**src/gdma_pkg.sv**
```systemverilog
// Package for the gated dual moving average block.
// Holds field widths, register indexes, reset values and window defaults.
// No dependencies; imported by the top level.
package gdma_pkg;

    // Field widths.
    localparam int SAMPLE_W    = 10;
    localparam int GAIN_W      = 6;
    localparam int LEVEL_W     = 16;
    localparam int CFG_INDEX_W = 8;
    localparam int CFG_DATA_W  = 16;

    // Full scale of a converter sample, used to invert the inflation reading.
    localparam logic [SAMPLE_W-1:0] SAMPLE_TOP = 10'd1023;

    // Default window depths.
    localparam int INFLATION_WINDOW_DEF   = 8;
    localparam int VENTILATION_WINDOW_DEF = 8;

    // Register reset values.
    localparam logic [SAMPLE_W-1:0] THRESHOLD_RST = 10'd512;
    localparam logic [GAIN_W-1:0]   GAIN_RST      = 6'd1;
    localparam logic [LEVEL_W-1:0]  CEILING_RST   = 16'd1023;
    localparam logic [LEVEL_W-1:0]  FLOOR_RST     = 16'd0;

    // Configuration register indexes.
    typedef enum logic [CFG_INDEX_W-1:0] {
        REG_VENT_THRESHOLD = 8'd0,
        REG_INFL_GAIN      = 8'd1,
        REG_INFL_CEILING   = 8'd2,
        REG_INFL_FLOOR     = 8'd3
    } t_cfg_reg;

endpackage

```
**src/gdma_ring.sv**
```systemverilog
// Ring window with a running sum and a truncated average for the gated moving average.
// The oldest entry is prefetched into a register so the memory read is always registered.
// No package dependencies.
module gdma_ring #(
    parameter int DEPTH = 8,
    parameter int WIDTH = 10
) (
    input  logic             i_clk,
    input  logic             i_rst_n,
    input  logic             i_push,
    input  logic [WIDTH-1:0] i_data,
    output logic [WIDTH-1:0] o_avg
);

    localparam int CNT_W   = (DEPTH > 1) ? $clog2(DEPTH) : 1;
    localparam int SUM_W   = WIDTH + $clog2(DEPTH);
    localparam int SHIFT   = SUM_W + $clog2(DEPTH);
    localparam int RECIP_W = SUM_W + 1;
    localparam int PROD_W  = SUM_W + RECIP_W;
    // Rounded-up reciprocal of the depth; exact floor division for any sum below 2**SUM_W.
    localparam longint unsigned RECIP =
        ((longint'(1) << SHIFT) + longint'(DEPTH) - 1) / longint'(DEPTH);

    logic [WIDTH-1:0]  r_mem [DEPTH];
    logic [CNT_W-1:0]  r_slot;
    logic              r_full;
    logic [WIDTH-1:0]  r_old;
    logic [SUM_W-1:0]  r_sum;

    logic              last_slot;
    logic [CNT_W-1:0]  n_slot;
    logic              n_full;
    logic [PROD_W-1:0] avg_prod;

    // Next write position and fill state.
    assign last_slot = (r_slot == CNT_W'(DEPTH - 1));
    assign n_slot    = last_slot ? '0 : r_slot + CNT_W'(1);
    assign n_full    = r_full | last_slot;

    // Entry storage.
    always_ff @(posedge i_clk) begin
        if (i_push) begin
            r_mem[r_slot] <= i_data;
        end
    end

    // Slot, fill flag, running sum and prefetch of the entry that leaves next.
    // Entries never written since reset read as zero.
    always_ff @(posedge i_clk) begin
        if (!i_rst_n) begin
            r_slot <= '0;
            r_full <= 1'b0;
            r_old  <= '0;
            r_sum  <= '0;
        end else if (i_push) begin
            r_slot <= n_slot;
            r_full <= n_full;
            r_sum  <= r_sum - SUM_W'(r_old) + SUM_W'(i_data);
            if (!n_full) begin
                r_old <= '0;
            end else if (DEPTH == 1) begin
                r_old <= i_data;
            end else begin
                r_old <= r_mem[n_slot];
            end
        end
    end

    // Average by multiplication with the reciprocal.
    assign avg_prod = PROD_W'(r_sum) * PROD_W'(RECIP_W'(RECIP));
    assign o_avg    = avg_prod[SHIFT +: WIDTH];

endmodule

```
**src/gated_dual_moving_average_top.sv**
```systemverilog
// Top level of the gated dual moving average block.
// Depends on gdma_pkg and gdma_ring.
//
// Usage:
//   Input channel (i_s_axis_*): one item per sample tick, tdata holds the
//   ventilation sample in bits [9:0] and the inflation sample in [19:10].
//   Output channel (o_m_axis_*): one item per input item, tdata holds the
//   gated inflation level in bits [15:0].
//   Configuration channel (i_cfg_*): register index and data; always ready.
//   Write registers only while no item is in flight.
// Timing:
//   Four-stage pipeline: one item per cycle is sustained while the output
//   channel is ready. The stages push the ventilation window and multiply
//   by the gain, average and clamp, push the inflation window, then average
//   and gate.
// Reset:
//   Synchronous, active low. Both windows, their sums and slots are cleared,
//   the pipeline empties and registers return to their default values.
// Backpressure:
//   Each stage holds its item while the next is full and stalled, so bubbles
//   fill and the input is taken while a result waits on the output.
module gated_dual_moving_average_top
    import gdma_pkg::*;
#(
    parameter int INFLATION_WINDOW   = INFLATION_WINDOW_DEF,
    parameter int VENTILATION_WINDOW = VENTILATION_WINDOW_DEF
) (
    input  logic                   i_clk,
    input  logic                   i_rst_n,
    // Input items
    input  logic                   i_s_axis_tvalid,
    output logic                   o_s_axis_tready,
    // [9:0] ventilation_sample, [19:10] inflation_sample, [23:20] zero
    input  logic [23:0]            i_s_axis_tdata,
    // Result items
    output logic                   o_m_axis_tvalid,
    input  logic                   i_m_axis_tready,
    // [15:0] inflation_level
    output logic [15:0]            o_m_axis_tdata,
    // Configuration writes
    input  logic                   i_cfg_valid,
    output logic                   o_cfg_ready,
    input  logic [CFG_INDEX_W-1:0] i_cfg_index,
    input  logic [CFG_DATA_W-1:0]  i_cfg_data
);

    // Configuration registers.
    logic [SAMPLE_W-1:0] r_threshold;
    logic [GAIN_W-1:0]   r_gain;
    logic [LEVEL_W-1:0]  r_ceiling;
    logic [LEVEL_W-1:0]  r_floor;

    // Pipeline registers.
    logic                r1_valid;
    logic [LEVEL_W-1:0]  r1_prod;
    logic                r2_valid;
    logic                r2_blocked;
    logic [LEVEL_W-1:0]  r2_cond;
    logic                r3_valid;
    logic                r3_blocked;
    logic                r4_valid;
    logic [LEVEL_W-1:0]  r4_level;

    logic                rdy1, rdy2, rdy3, rdy4;
    logic                ld1, ld3;
    logic [SAMPLE_W-1:0] vent_sample;
    logic [SAMPLE_W-1:0] infl_sample;
    logic [SAMPLE_W-1:0] infl_inv;
    logic [LEVEL_W-1:0]  n_prod;
    logic [LEVEL_W-1:0]  n_cond;
    logic [SAMPLE_W-1:0] vent_avg;
    logic [LEVEL_W-1:0]  infl_avg;
    logic [LEVEL_W-1:0]  infl_push;
    logic [LEVEL_W-1:0]  n_level;

    assign vent_sample = i_s_axis_tdata[SAMPLE_W-1:0];
    assign infl_sample = i_s_axis_tdata[2*SAMPLE_W-1:SAMPLE_W];

    // Per-stage ready: a stage takes an item when empty or when its item moves on.
    assign rdy4 = !r4_valid || i_m_axis_tready;
    assign rdy3 = !r3_valid || rdy4;
    assign rdy2 = !r2_valid || rdy3;
    assign rdy1 = !r1_valid || rdy2;
    assign ld1  = i_s_axis_tvalid && rdy1;
    assign ld3  = r2_valid && rdy3;

    assign o_s_axis_tready = rdy1;
    assign o_cfg_ready     = 1'b1;
    assign o_m_axis_tvalid = r4_valid;
    assign o_m_axis_tdata  = r4_level;

    // Configuration writes; unknown indexes are ignored.
    always_ff @(posedge i_clk) begin
        if (!i_rst_n) begin
            r_threshold <= THRESHOLD_RST;
            r_gain      <= GAIN_RST;
            r_ceiling   <= CEILING_RST;
            r_floor     <= FLOOR_RST;
        end else if (i_cfg_valid) begin
            case (t_cfg_reg'(i_cfg_index))
                REG_VENT_THRESHOLD: r_threshold <= i_cfg_data[SAMPLE_W-1:0];
                REG_INFL_GAIN:      r_gain      <= i_cfg_data[GAIN_W-1:0];
                REG_INFL_CEILING:   r_ceiling   <= i_cfg_data[LEVEL_W-1:0];
                REG_INFL_FLOOR:     r_floor     <= i_cfg_data[LEVEL_W-1:0];
                default: begin
                end
            endcase
        end
    end

    // Ventilation window, pushed as the item enters the first stage.
    gdma_ring #(
        .DEPTH (VENTILATION_WINDOW),
        .WIDTH (SAMPLE_W)
    ) u_vent_ring (
        .i_clk   (i_clk),
        .i_rst_n (i_rst_n),
        .i_push  (ld1),
        .i_data  (vent_sample),
        .o_avg   (vent_avg)
    );

    // Stage 1: inverted inflation sample times gain.
    assign infl_inv = SAMPLE_TOP - infl_sample;
    assign n_prod   = LEVEL_W'(infl_inv) * LEVEL_W'(r_gain);

    // Stage 2: clamp to the ceiling, zero at or below the floor.
    always_comb begin
        if (r1_prod > r_ceiling) begin
            n_cond = r_ceiling;
        end else if (r1_prod <= r_floor) begin
            n_cond = '0;
        end else begin
            n_cond = r1_prod;
        end
    end

    // Stage 3 pushes zero into the inflation window while ventilation is blocked.
    assign infl_push = r2_blocked ? '0 : r2_cond;

    gdma_ring #(
        .DEPTH (INFLATION_WINDOW),
        .WIDTH (LEVEL_W)
    ) u_infl_ring (
        .i_clk   (i_clk),
        .i_rst_n (i_rst_n),
        .i_push  (ld3),
        .i_data  (infl_push),
        .o_avg   (infl_avg)
    );

    // Stage 4: output gate.
    assign n_level = ((infl_avg <= r_floor) || r3_blocked) ? '0 : infl_avg;

    // Valid bits of the pipeline.
    always_ff @(posedge i_clk) begin
        if (!i_rst_n) begin
            r1_valid <= 1'b0;
            r2_valid <= 1'b0;
            r3_valid <= 1'b0;
            r4_valid <= 1'b0;
        end else begin
            if (rdy1) begin
                r1_valid <= i_s_axis_tvalid;
            end
            if (rdy2) begin
                r2_valid <= r1_valid;
            end
            if (rdy3) begin
                r3_valid <= r2_valid;
            end
            if (rdy4) begin
                r4_valid <= r3_valid;
            end
        end
    end

    // Payload of the pipeline.
    always_ff @(posedge i_clk) begin
        if (ld1) begin
            r1_prod <= n_prod;
        end
        if (r1_valid && rdy2) begin
            r2_blocked <= (vent_avg > r_threshold);
            r2_cond    <= n_cond;
        end
        if (ld3) begin
            r3_blocked <= r2_blocked;
        end
        if (r3_valid && rdy4) begin
            r4_level <= n_level;
        end
    end

endmodule

```
**config.mk**
```make
export PLATFORM = sky130hd
export DESIGN_NAME = gated_dual_moving_average_top
export DESIGN_NICKNAME = d
export VERILOG_FILES = /design/src/gdma_pkg.sv /design/src/gdma_ring.sv /design/src/gated_dual_moving_average_top.sv
export SDC_FILE = /design/constraint.sdc
export NUM_CORES = 1
export LEC_CHECK = 0
export BUFFER_PORTS_ARGS = -buffer_cell sky130_fd_sc_hd__buf_2
export CORE_MARGIN = 2
export CORE_UTILIZATION = 34
export DETAILED_ROUTE_END_ITERATION = 10
export GPL_ROUTABILITY_DRIVEN = 0
export PLACE_DENSITY = 0.57
export SYNTH_ARGS = -nofsm -noshare
export SYNTH_HDL_FRONTEND = slang
export SYNTH_HIERARCHICAL = 1
export SYNTH_SLANG_ARGS = --single-unit
```
**constraint.sdc**
```tcl
create_clock -name i_clk -period 3.9 [get_ports i_clk]
set_input_delay 0.195 -clock i_clk [delete_from_list [all_inputs] [get_ports i_clk]]
set_output_delay 0.195 -clock i_clk [all_outputs]
set_load 0.01 [all_outputs]
```
==> qor.txt, run 1 <==
first-pass GRT wire length: 70800 um
row count: 89
FF+latch count, synth: 376
CP startpoint: r_gain[2]
hold depth: 3
Syn Inst Count: 1638
leakage power: 9.10 nW
area grow syn2layout: 15.8%
max_slew headroom: 0.233
top_reg_cell synth: edfxtp_1
initial cell density of the core: 0.342
Inserted Diodes: 0
grt ovf: 0
worst hold start: i_cfg_data[2]
Hold Crit Endpoint: r_ceiling[2]
worst min path class: primary input to flip-flop
Core Region: 58800 um^2
r2r setup slk: 0.1 ns
pre-CTS setup slack: -0.109 ns
Synthesized Nets: 1868
die height: 247 um
ANT nets after route: 0
Max Cap Violations: 0
vias: 12500
crit path max fanout: 7
Final Hold Slack: 0.0436 ns
initial antenna violation count: 0
Mapped Avg Cell Area: 12.3 um^2
DRC violations left: 0
Die Wd: 247 um
DP Area: 21500 um^2
CTS Buf Count: 41
crit end category: flip-flop
GR Util All Layers: 0.149
fraction of registers with async set/reset: 0
fin crit share: 0.975
layout cells sized above 1: 0.180
# clock sinks: 376
placed insts: 2466
CTS root buffer: clkbuf_16
Final WS setup: 0.0969 ns
pin count of the biggest net entering global routing: 98
drt wl/cell: 17.3 um
final-stage net count: 1996
Worst-Skew Late Latency: 0.57 ns
WL final: 44500 um
Post-Layout Cell Count: 2572
Initial DRC Count: 672
vias in the first global route: 12800
Arr. time, crit path: 4.10 ns
Yosys top cell by area: edfxtp_1
Setup Crit Path Kind: flip-flop to flip-flop
CP required: 4.20 ns
Cell Area, Synth: 20100 um^2
drt pass-1 iters: 5
register area share after synthesis: 0.502
total power: 10.9 mW
Final HPWL DP: 31800 um
count leader, synth: edfxtp_1
Tightest Pin Transition: 1.15 ns
status: finished clean
CTS Buffer Depth: 3
CTS tree: yes
final-report setup violation count: 0
clk_skew: 0.0211 ns
I/O Pins: 72
RSZ-0062 raised after global routing: yes
Startpoint Class: flip-flop
highest clock rate: 263 MHz
post-synth top area share: 0.385
Slew Limit Fails: 0
final instance area: 23300 um^2
Reg2Reg Capture Point: r1_prod[13]
Synth cell types: 77
DIE AREA: 61100 um^2
worst reg2reg path startpoint: r_gain[2]
largest vdd supply drop: 0.352 mV
H-tree depth: 2
Yosys Warn Count: 6
PD cells: 469 nW/um^2
# port buffers: 66
clock-pin transition on the worst setup and hold timing paths: 0.06 ns
post-route minimum period: 3.80 ns
fill count: 5660
Final Hold Viols: 0
Area contributors post-synth: edfxtp_1, dfxtp_1, ha_1
most frequent cells after synthesis: edfxtp_1, inv_1, nor2b_1, dfxtp_1, ha_1
via/cell ratio: 4.84
number of synthesized flops with an enable pin: 258
reg2reg path depth: 13
## per-layer routing
metal	GRT usage	share of wire	routed length, um	vias up
met5	0	0	0	-
met3	0.0221	0.030	1340	68
li1	-	-	-	6011
met1	0.199	0.46	20400	6184
met4	0.0414	0.023	1040	0
met2	0.252	0.49	21600	187
## repair_timing
action	CTS	global route
setup buffers	0	2
setup endpoints to repair	2	5
endpoints found under the hold margin	116	0
hold buffers	28	0
pin swaps	1	11
resized for setup	9	27
## layout by cell type, fill, tap and decap left out, drive strengths merged, types with 12 or more instances in the layout
master | Yosys | final
nand2 | 71 | 71
nand4 | 23 | 23
ha | 118 | 118
a21o | 30 | 30
a21oi | 75 | 75
xnor2 | 19 | 19
edfxtp | 258 | 258
dlygate4sd3 | 0 | 28
o211ai | 16 | 16
nand3b | 21 | 21
nand3 | 23 | 23
clkbuf | 36 | 59
nor3 | 12 | 12
nor2 | 53 | 53
o21ai | 37 | 37
inv | 203 | 204
nand2b | 24 | 24
dfxtp | 118 | 118
mux4 | 52 | 52
mux2i | 96 | 96
fa | 59 | 59
nor2b | 140 | 140
buf | 46 | 139
and2 | 19 | 19
## state kept, by name (all words and copies together) (netlist names), 3 cells and up
name,count
o_m_axis_tdata,16
r1_prod,16
r2_cond,16
r_ceiling,16
r_floor,16
r_gain,6
r_threshold,10
u_infl_ring/r_mem,128
u_infl_ring/r_old,16
u_infl_ring/r_slot,3
u_infl_ring/r_sum,19
u_vent_ring/r_mem,80
u_vent_ring/r_old,10
u_vent_ring/r_slot,3
u_vent_ring/r_sum,13
## worst max path at each step
| stage | slack, ns | end | cells after the start |
|---|---|---|---|
| finish | 0.1 | r1_prod[13] | 13 |
| floorplan | 0.01 | r1_prod[13] | 13 |
| global route | -0.008 | r1_prod[13] | 13 |
| global placement | -0.03 | r1_prod[13] | 13 |
| detailed placement | -0.11 | r1_prod[13] | 13 |
| CTS | 0.02 | r1_prod[13] | 14 |
## cells by family (layout without fill, tap and decap cells)
family | Yosys count | after routing | share of synthesized area
compound gates | 217 | 217 | 0.0710
xor+xnor | 26 | 26 | 0.0113
fa+ha+maj | 177 | 177 | 0.132
buf+inv | 286 | 447 | 0.0620
flops | 376 | 376 | 0.502
mux | 150 | 150 | 0.107
other cells | 1 | 1 | 0.000186
simple gates | 405 | 405 | 0.114
## area by class of cell
class                           instances  area [um^2]  area share
Multi-Input combinational cell        976         8900       0.382
Clock buffer                           59         1150      0.0492
Tap cell                              773          967      0.0415
Clock inverter                         17          189     0.00811
Sequential cell                       376        10100       0.435
Inverter                              204          766      0.0329
Timing Repair Buffer                  167         1200      0.0515
## worst max-delay path, stage by stage, from the launching register on
cell	delay (ns)
dfxtp_4	0.37
nor2b_2	0.16
fa_1	0.53
inv_1	0.05
fa_1	0.48
fa_1	0.54
inv_1	0.06
ha_4	0.24
a21oi_4	0.14
o21ai_2	0.08
a2111o_1	0.43
a31o_2	0.25
a21oi_2	0.13
xnor2_1	0.08
## through the flow
stage,setup TNS [ns],util
floorplan,0,-
global placement,-0.0345,0.367
detailed placement,-0.109,0.367
CTS,0,0.394
global route,-0.00792,0.396
finish,0,0.396
## where the power goes
group	internal (mW)	leakage [nW]	total, mW	switching (mW)
Sequential	4.44	3.33	4.57	0.130
Combinational	1.11	5.13	2.49	1.38
Clock	2.26	0.636	3.87	1.61
Total	7.80	9.10	10.9	3.12
(Power assumes the default switching activity.)
==> run 2, diff against run 1 <==
PLACE_DENSITY = 0.62   (was 0.57)
==> run 2 against run 1 <==
Compared with the run above: clock-buffer cell count shrank 3; sequential cell count is the same; maximum frequency grew 0.39%; highest routed layer unchanged; largest cell class unchanged; die area is the same; non-clock buffer count grew 7; first-iteration DRC count grew 2.7%; clock power shrank 3%; combinational power shrank 2%; worst hold slack lost 0.022 ns; total power shrank 1.2%; setup slack gained 0.015 ns.
==> qor.txt, run 2 (same netlist as run 1, synthesis figures left out) <==
status: finished clean
CTS Buf Count: 40
worst reg2reg path startpoint: r_gain[0]
Arr. time, crit path: 4.09 ns
Core Region: 58800 um^2
# clock sinks: 376
Tightest Pin Transition: 1.13 ns
I/O Pins: 72
drt wl/cell: 17.0 um
Post-Layout Cell Count: 2577
row count: 89
Initial DRC Count: 690
max_slew headroom: 0.245
r2r setup slk: 0.11 ns
leakage power: 9.13 nW
final-report setup violation count: 0
commonest cells after routing, fill and taps aside: edfxtp_1, inv_1, nor2b_1, ha_1, dfxtp_1
Final WS setup: 0.112 ns
H-tree depth: 2
DIE AREA: 61100 um^2
final core utilization: 0.397
post-route minimum period: 3.79 ns
PD cells: 462 nW/um^2
pre-CTS setup slack: -0.0919 ns
largest vdd supply drop: 0.361 mV
layout cells sized above 1: 0.188
die height: 247 um
Final Hold Viols: 0
vias in the first global route: 12800
hold depth: 3
Setup TNS Final: 0 ns
grt ovf: 0
Startpoint Class: flip-flop
max reg flops: 128
placed insts: 2470
Setup Crit Path Kind: flip-flop to flip-flop
ANT nets after route: 0
final-stage net count: 2002
CTS Buffer Depth: 3
Final Hold Slack: 0.0220 ns
Worst-Skew Late Latency: 0.56 ns
Biggest register: u_infl_ring/r_mem
initial cell density of the core: 0.342
Inserted Diodes: 0
pin count of the biggest net entering global routing: 95
WL final: 43700 um
via/cell ratio: 4.87
crit path max fanout: 7
fill count: 5603
Largest regs: u_infl_ring/r_mem: 128 flops, u_vent_ring/r_mem: 80 flops, u_infl_ring/r_sum: 19 flops
commonest non-fill, non-tap cell in the layout: edfxtp_1
Max Cap Violations: 0
crit end category: flip-flop
Slew Limit Fails: 0
drt pass-1 iters: 5
area grow syn2layout: 16.0%
vias: 12500
# port buffers: 66
Reg2Reg Capture Point: r1_prod[13]
highest clock rate: 264 MHz
worst hold start: i_cfg_data[3]
CP required: 4.20 ns
Final HPWL DP: 31200 um
fin crit share: 0.971
Die Wd: 247 um
CTS tree: yes
Hold Crit Endpoint: r_ceiling[3]
clock-pin transition on the worst setup and hold timing paths: 0.06 ns
DRC violations left: 0
initial antenna violation count: 0
GR Util All Layers: 0.145
reg2reg path depth: 12
worst min path class: primary input to flip-flop
first-pass GRT wire length: 69500 um
CTS root buffer: clkbuf_16
clk_skew: 0.0195 ns
run 2: repair_timing:
item	CTS	global route
hold buffers	28	0
setup buffers	1	4
cloned	0	0
resized for setup	13	32
endpoints found under the hold margin	113	0
endpoints found under the setup margin	2	8
pin swaps	3	18
run 2: power by group:
part / internal, mW / switching [mW] / leakage, nW
Sequential: 4.44 / 0.142 / 3.33
Combinational: 1.09 / 1.36 / 5.17
Clock: 2.20 / 1.56 / 0.632
Total: 7.73 / 3.06 / 9.13
run 2: final cells by class:
class	count	area [um^2]	area share
inverter	204	766	0.0328
multi-input combinational	976	8930	0.382
sequential	376	10100	0.434
clock inverter	18	189	0.00810
clock buffer	56	1110	0.0476
timing repair buffer	174	1250	0.0536
tap	773	967	0.0414
run 2: layer usage:
metal  part of all wire  vias up  global-route usage
met5                  0        -                   0
met4              0.023        0              0.0395
met3              0.046       73              0.0277
met2               0.48      225               0.245
met1               0.45     6223               0.191
li1                   -     6026                   -
run 2: how the worst max path moves through the flow:
stage                  end  slack, ns       from
2_1_floorplan  r1_prod[13]       0.01  r_gain[5]
3_3_place_gp   r1_prod[13]      -0.06  r_gain[1]
3_5_place_dp   r1_prod[13]      -0.09  r_gain[1]
4_1_cts        r1_prod[13]       0.02  r_gain[2]
5_1_grt        r1_prod[15]      -0.01  r_gain[5]
6_report       r1_prod[13]       0.11  r_gain[0]
run 2: per-stage QoR:
| step | area (um^2) | total power, mW |
|---|---|---|
| 4_1_cts | 23200 | 10.9 |
| 3_5_place_dp | 21600 | 7.09 |
| 2_1_floorplan | 20100 | 6.56 |
| 5_1_grt | 23300 | 11.4 |
| 3_3_place_gp | 21600 | 7.03 |
| 6_report | 23300 | 10.8 |
run 2: worst max-delay path: stages, from the launching register on:
cell,delay [ns]
dfxtp_4,0.39
nor2b_1,0.17
fa_1,0.46
fa_1,0.55
inv_1,0.05
fa_1,0.52
inv_1,0.04
ha_1,0.28
o21a_1,0.21
a2111o_1,0.43
a31o_2,0.22
a21oi_2,0.12
xnor2_1,0.08
==> run 3, diff against run 2 <==
PLACE_DENSITY = 0.6   (was 0.62)
==> run 3 against run 2 <==
Compared with the run above: clock-buffer cell count increased by 2; final cell count shrank 0.31%; clock power about the same; die area unchanged; largest power group unchanged; maximum frequency about the same; clock skew down 0.0056 ns; non-clock buffer count fell by 10; combinational power increased by 2%; sequential cell count did not move; total power rose by 0.38%.
==> qor.txt, run 3 (same netlist as run 1, synthesis figures left out) <==
status: finished clean
Int Power: 7.72 mW
Seq pwr share: 0.422
Initial DRC Count: 570
initial antenna violation count: 0
commonest non-fill, non-tap cell in the layout: edfxtp_1
leakage power: 9.11 nW
PD cells: 465 nW/um^2
CTS Buffer Depth: 3
placed insts: 2463
met2 wire length: 21000 um
drt pass-1 iters: 6
total power: 10.8 mW
Setup Crit Path Kind: flip-flop to flip-flop
pin count of the biggest net entering global routing: 65
final-stage net count: 1993
drt wl/cell: 17.1 um
clock-pin transition on the worst setup and hold timing paths: 0.06 ns
crit end category: flip-flop
DR top layer: met4
Die Wd: 247 um
final-report setup violation count: 0
Gate power share: 0.230
commonest cells after routing, fill and taps aside: edfxtp_1, inv_1, nor2b_1, ha_1, dfxtp_1
wire length on met3: 1900 um
layout cells sized above 1: 0.187
via/cell ratio: 4.91
# clock sinks: 376
switching share of total power: 0.287
first-pass GRT wire length: 70800 um
clk_skew: 0.0139 ns
H-tree depth: 2
Largest regs: u_infl_ring/r_mem: 128 flops, u_vent_ring/r_mem: 80 flops, u_infl_ring/r_sum: 19 flops
Post-Layout Cell Count: 2569
met1 WL: 19800 um
die height: 247 um
vias: 12600
Biggest register: u_infl_ring/r_mem
fin crit share: 0.971
Cell Chain, Critical Path: nor2b_1, fa_1, inv_1, fa_1, fa_1, inv_1, ha_4, a21oi_4, o21ai_4, a2111o_1, a31o_2, a21oi_2, xnor2_1
CP required: 4.20 ns
Arr. time, crit path: 4.09 ns
row count: 89
DIE AREA: 61100 um^2
crit path max fanout: 7
Clk pwr share: 0.348
grt ovf: 0
initial cell density of the core: 0.342
area grow syn2layout: 15.7%
Crit path largest cell delay: 0.53 ns
largest vdd supply drop: 0.358 mV
max reg flops: 128
Startpoint Class: flip-flop
Core Region: 58800 um^2
WL final: 44000 um
CTS root buffer: clkbuf_16
RSZ-0062 raised after global routing: yes
Tightest Pin Transition: 1.15 ns
Inserted Diodes: 0
Worst path most repeated cell: fa_1
# port buffers: 66
Max Cap Violations: 0
worst min path class: primary input to flip-flop
ANT nets after route: 0
I/O Pins: 72
switching power: 3.11 mW
highest clock rate: 264 MHz
DRC violations left: 0
CTS tree: yes
max_slew headroom: 0.229
Slew Limit Fails: 0
delay-heaviest family, CP: adder cells
vias in the first global route: 13100
slowest library cell on the worst path: fa_1
Final HPWL DP: 31500 um
Final Hold Viols: 0
Worst-Skew Late Latency: 0.56 ns
GR Util All Layers: 0.148
post-route minimum period: 3.79 ns
WP buf/inv: 2
CTS Buf Count: 41
run 3: cell types whose count changed in the layout (fill, tap and decap cells not counted), sizes merged:
cell and delta:
clkinv +1, clkbuf +2, inv +1, buf -7, bufinv -3, dlygate4sd3 -3, clkinvlp +1
run 3: per-stage QoR:
step | hold slack, ns | worst slack, ns | TNS (ns) | cell area (um^2) | utilization
after floorplan | 0.294 | 0.0121 | 0 | 20100 | -
after global placement | 0.456 | -0.0423 | -0.0773 | 21600 | 0.367
after detailed placement | 0.458 | -0.0811 | -0.175 | 21600 | 0.367
after CTS | 0.000189 | 0.00235 | 0 | 23100 | 0.394
after global routing | 0.0201 | -0.0265 | -0.0265 | 23300 | 0.396
final | 0.0214 | 0.112 | 0 | 23300 | 0.396
run 3: cell type report:
type / instances / area [um^2]
tap: 773 / 967
clock buffer: 58 / 1210
sequential: 376 / 10100
multi-input combinational: 976 / 8910
clock inverter: 18 / 105
timing repair buffer: 164 / 1210
fill: 5636 / 35500
inverter: 204 / 766
run 3: routing by layer:
metal | global-route usage | vias up
met5 | 0 | -
met4 | 0.0509 | 0
met3 | 0.0220 | 77
met2 | 0.247 | 243
met1 | 0.195 | 6272
li1 | - | 6024
run 3: worst paths after layout:
| path | start | end | slack, ns | depth (start not counted) |
|---|---|---|---|---|
| max | r_gain[2] | r1_prod[13] | 0.11 | 13 |
| min | i_cfg_data[1] | r_ceiling[1] | 0.02 | 3 |
| max reg2reg | r_gain[2] | r1_prod[13] | 0.11 | 13 |
| min reg2reg | r_ceiling[13] | r_ceiling[13] | 0.47 | 2 |
run 3: power by group through the flow:
| stage | logic, mW | clock network [mW] | registers, mW |
|---|---|---|---|
| global placement | 2.38 | 0 | 4.66 |
| floorplan | 1.97 | 0 | 4.59 |
| global route | 2.83 | 4.02 | 4.58 |
| finish | 2.49 | 3.77 | 4.57 |
| CTS | 2.47 | 3.88 | 4.58 |
| detailed placement | 2.43 | 0 | 4.66 |
run 3: worst reg2reg max path, delay by kind of cell (launching register included):
kind,cells,cell delay (ns)
flip-flops,1,0.37
adder cells (fa/ha/maj),4,1.77
XOR/XNOR,1,0.08
AO/OA/AOI/OAI,5,1.06
buffers and inverters,2,0.12
AND/OR/NAND/NOR,1,0.15
run 3: what timing repair did:
action / 4_1_cts / 5_1_grt
buffers inserted: 0 / 5
gates resized for setup: 9 / 28
pin swaps: 0 / 13
setup endpoints to repair: 3 / 7
hold endpoints to repair: 110 / 0
hold buffers: 25 / 0
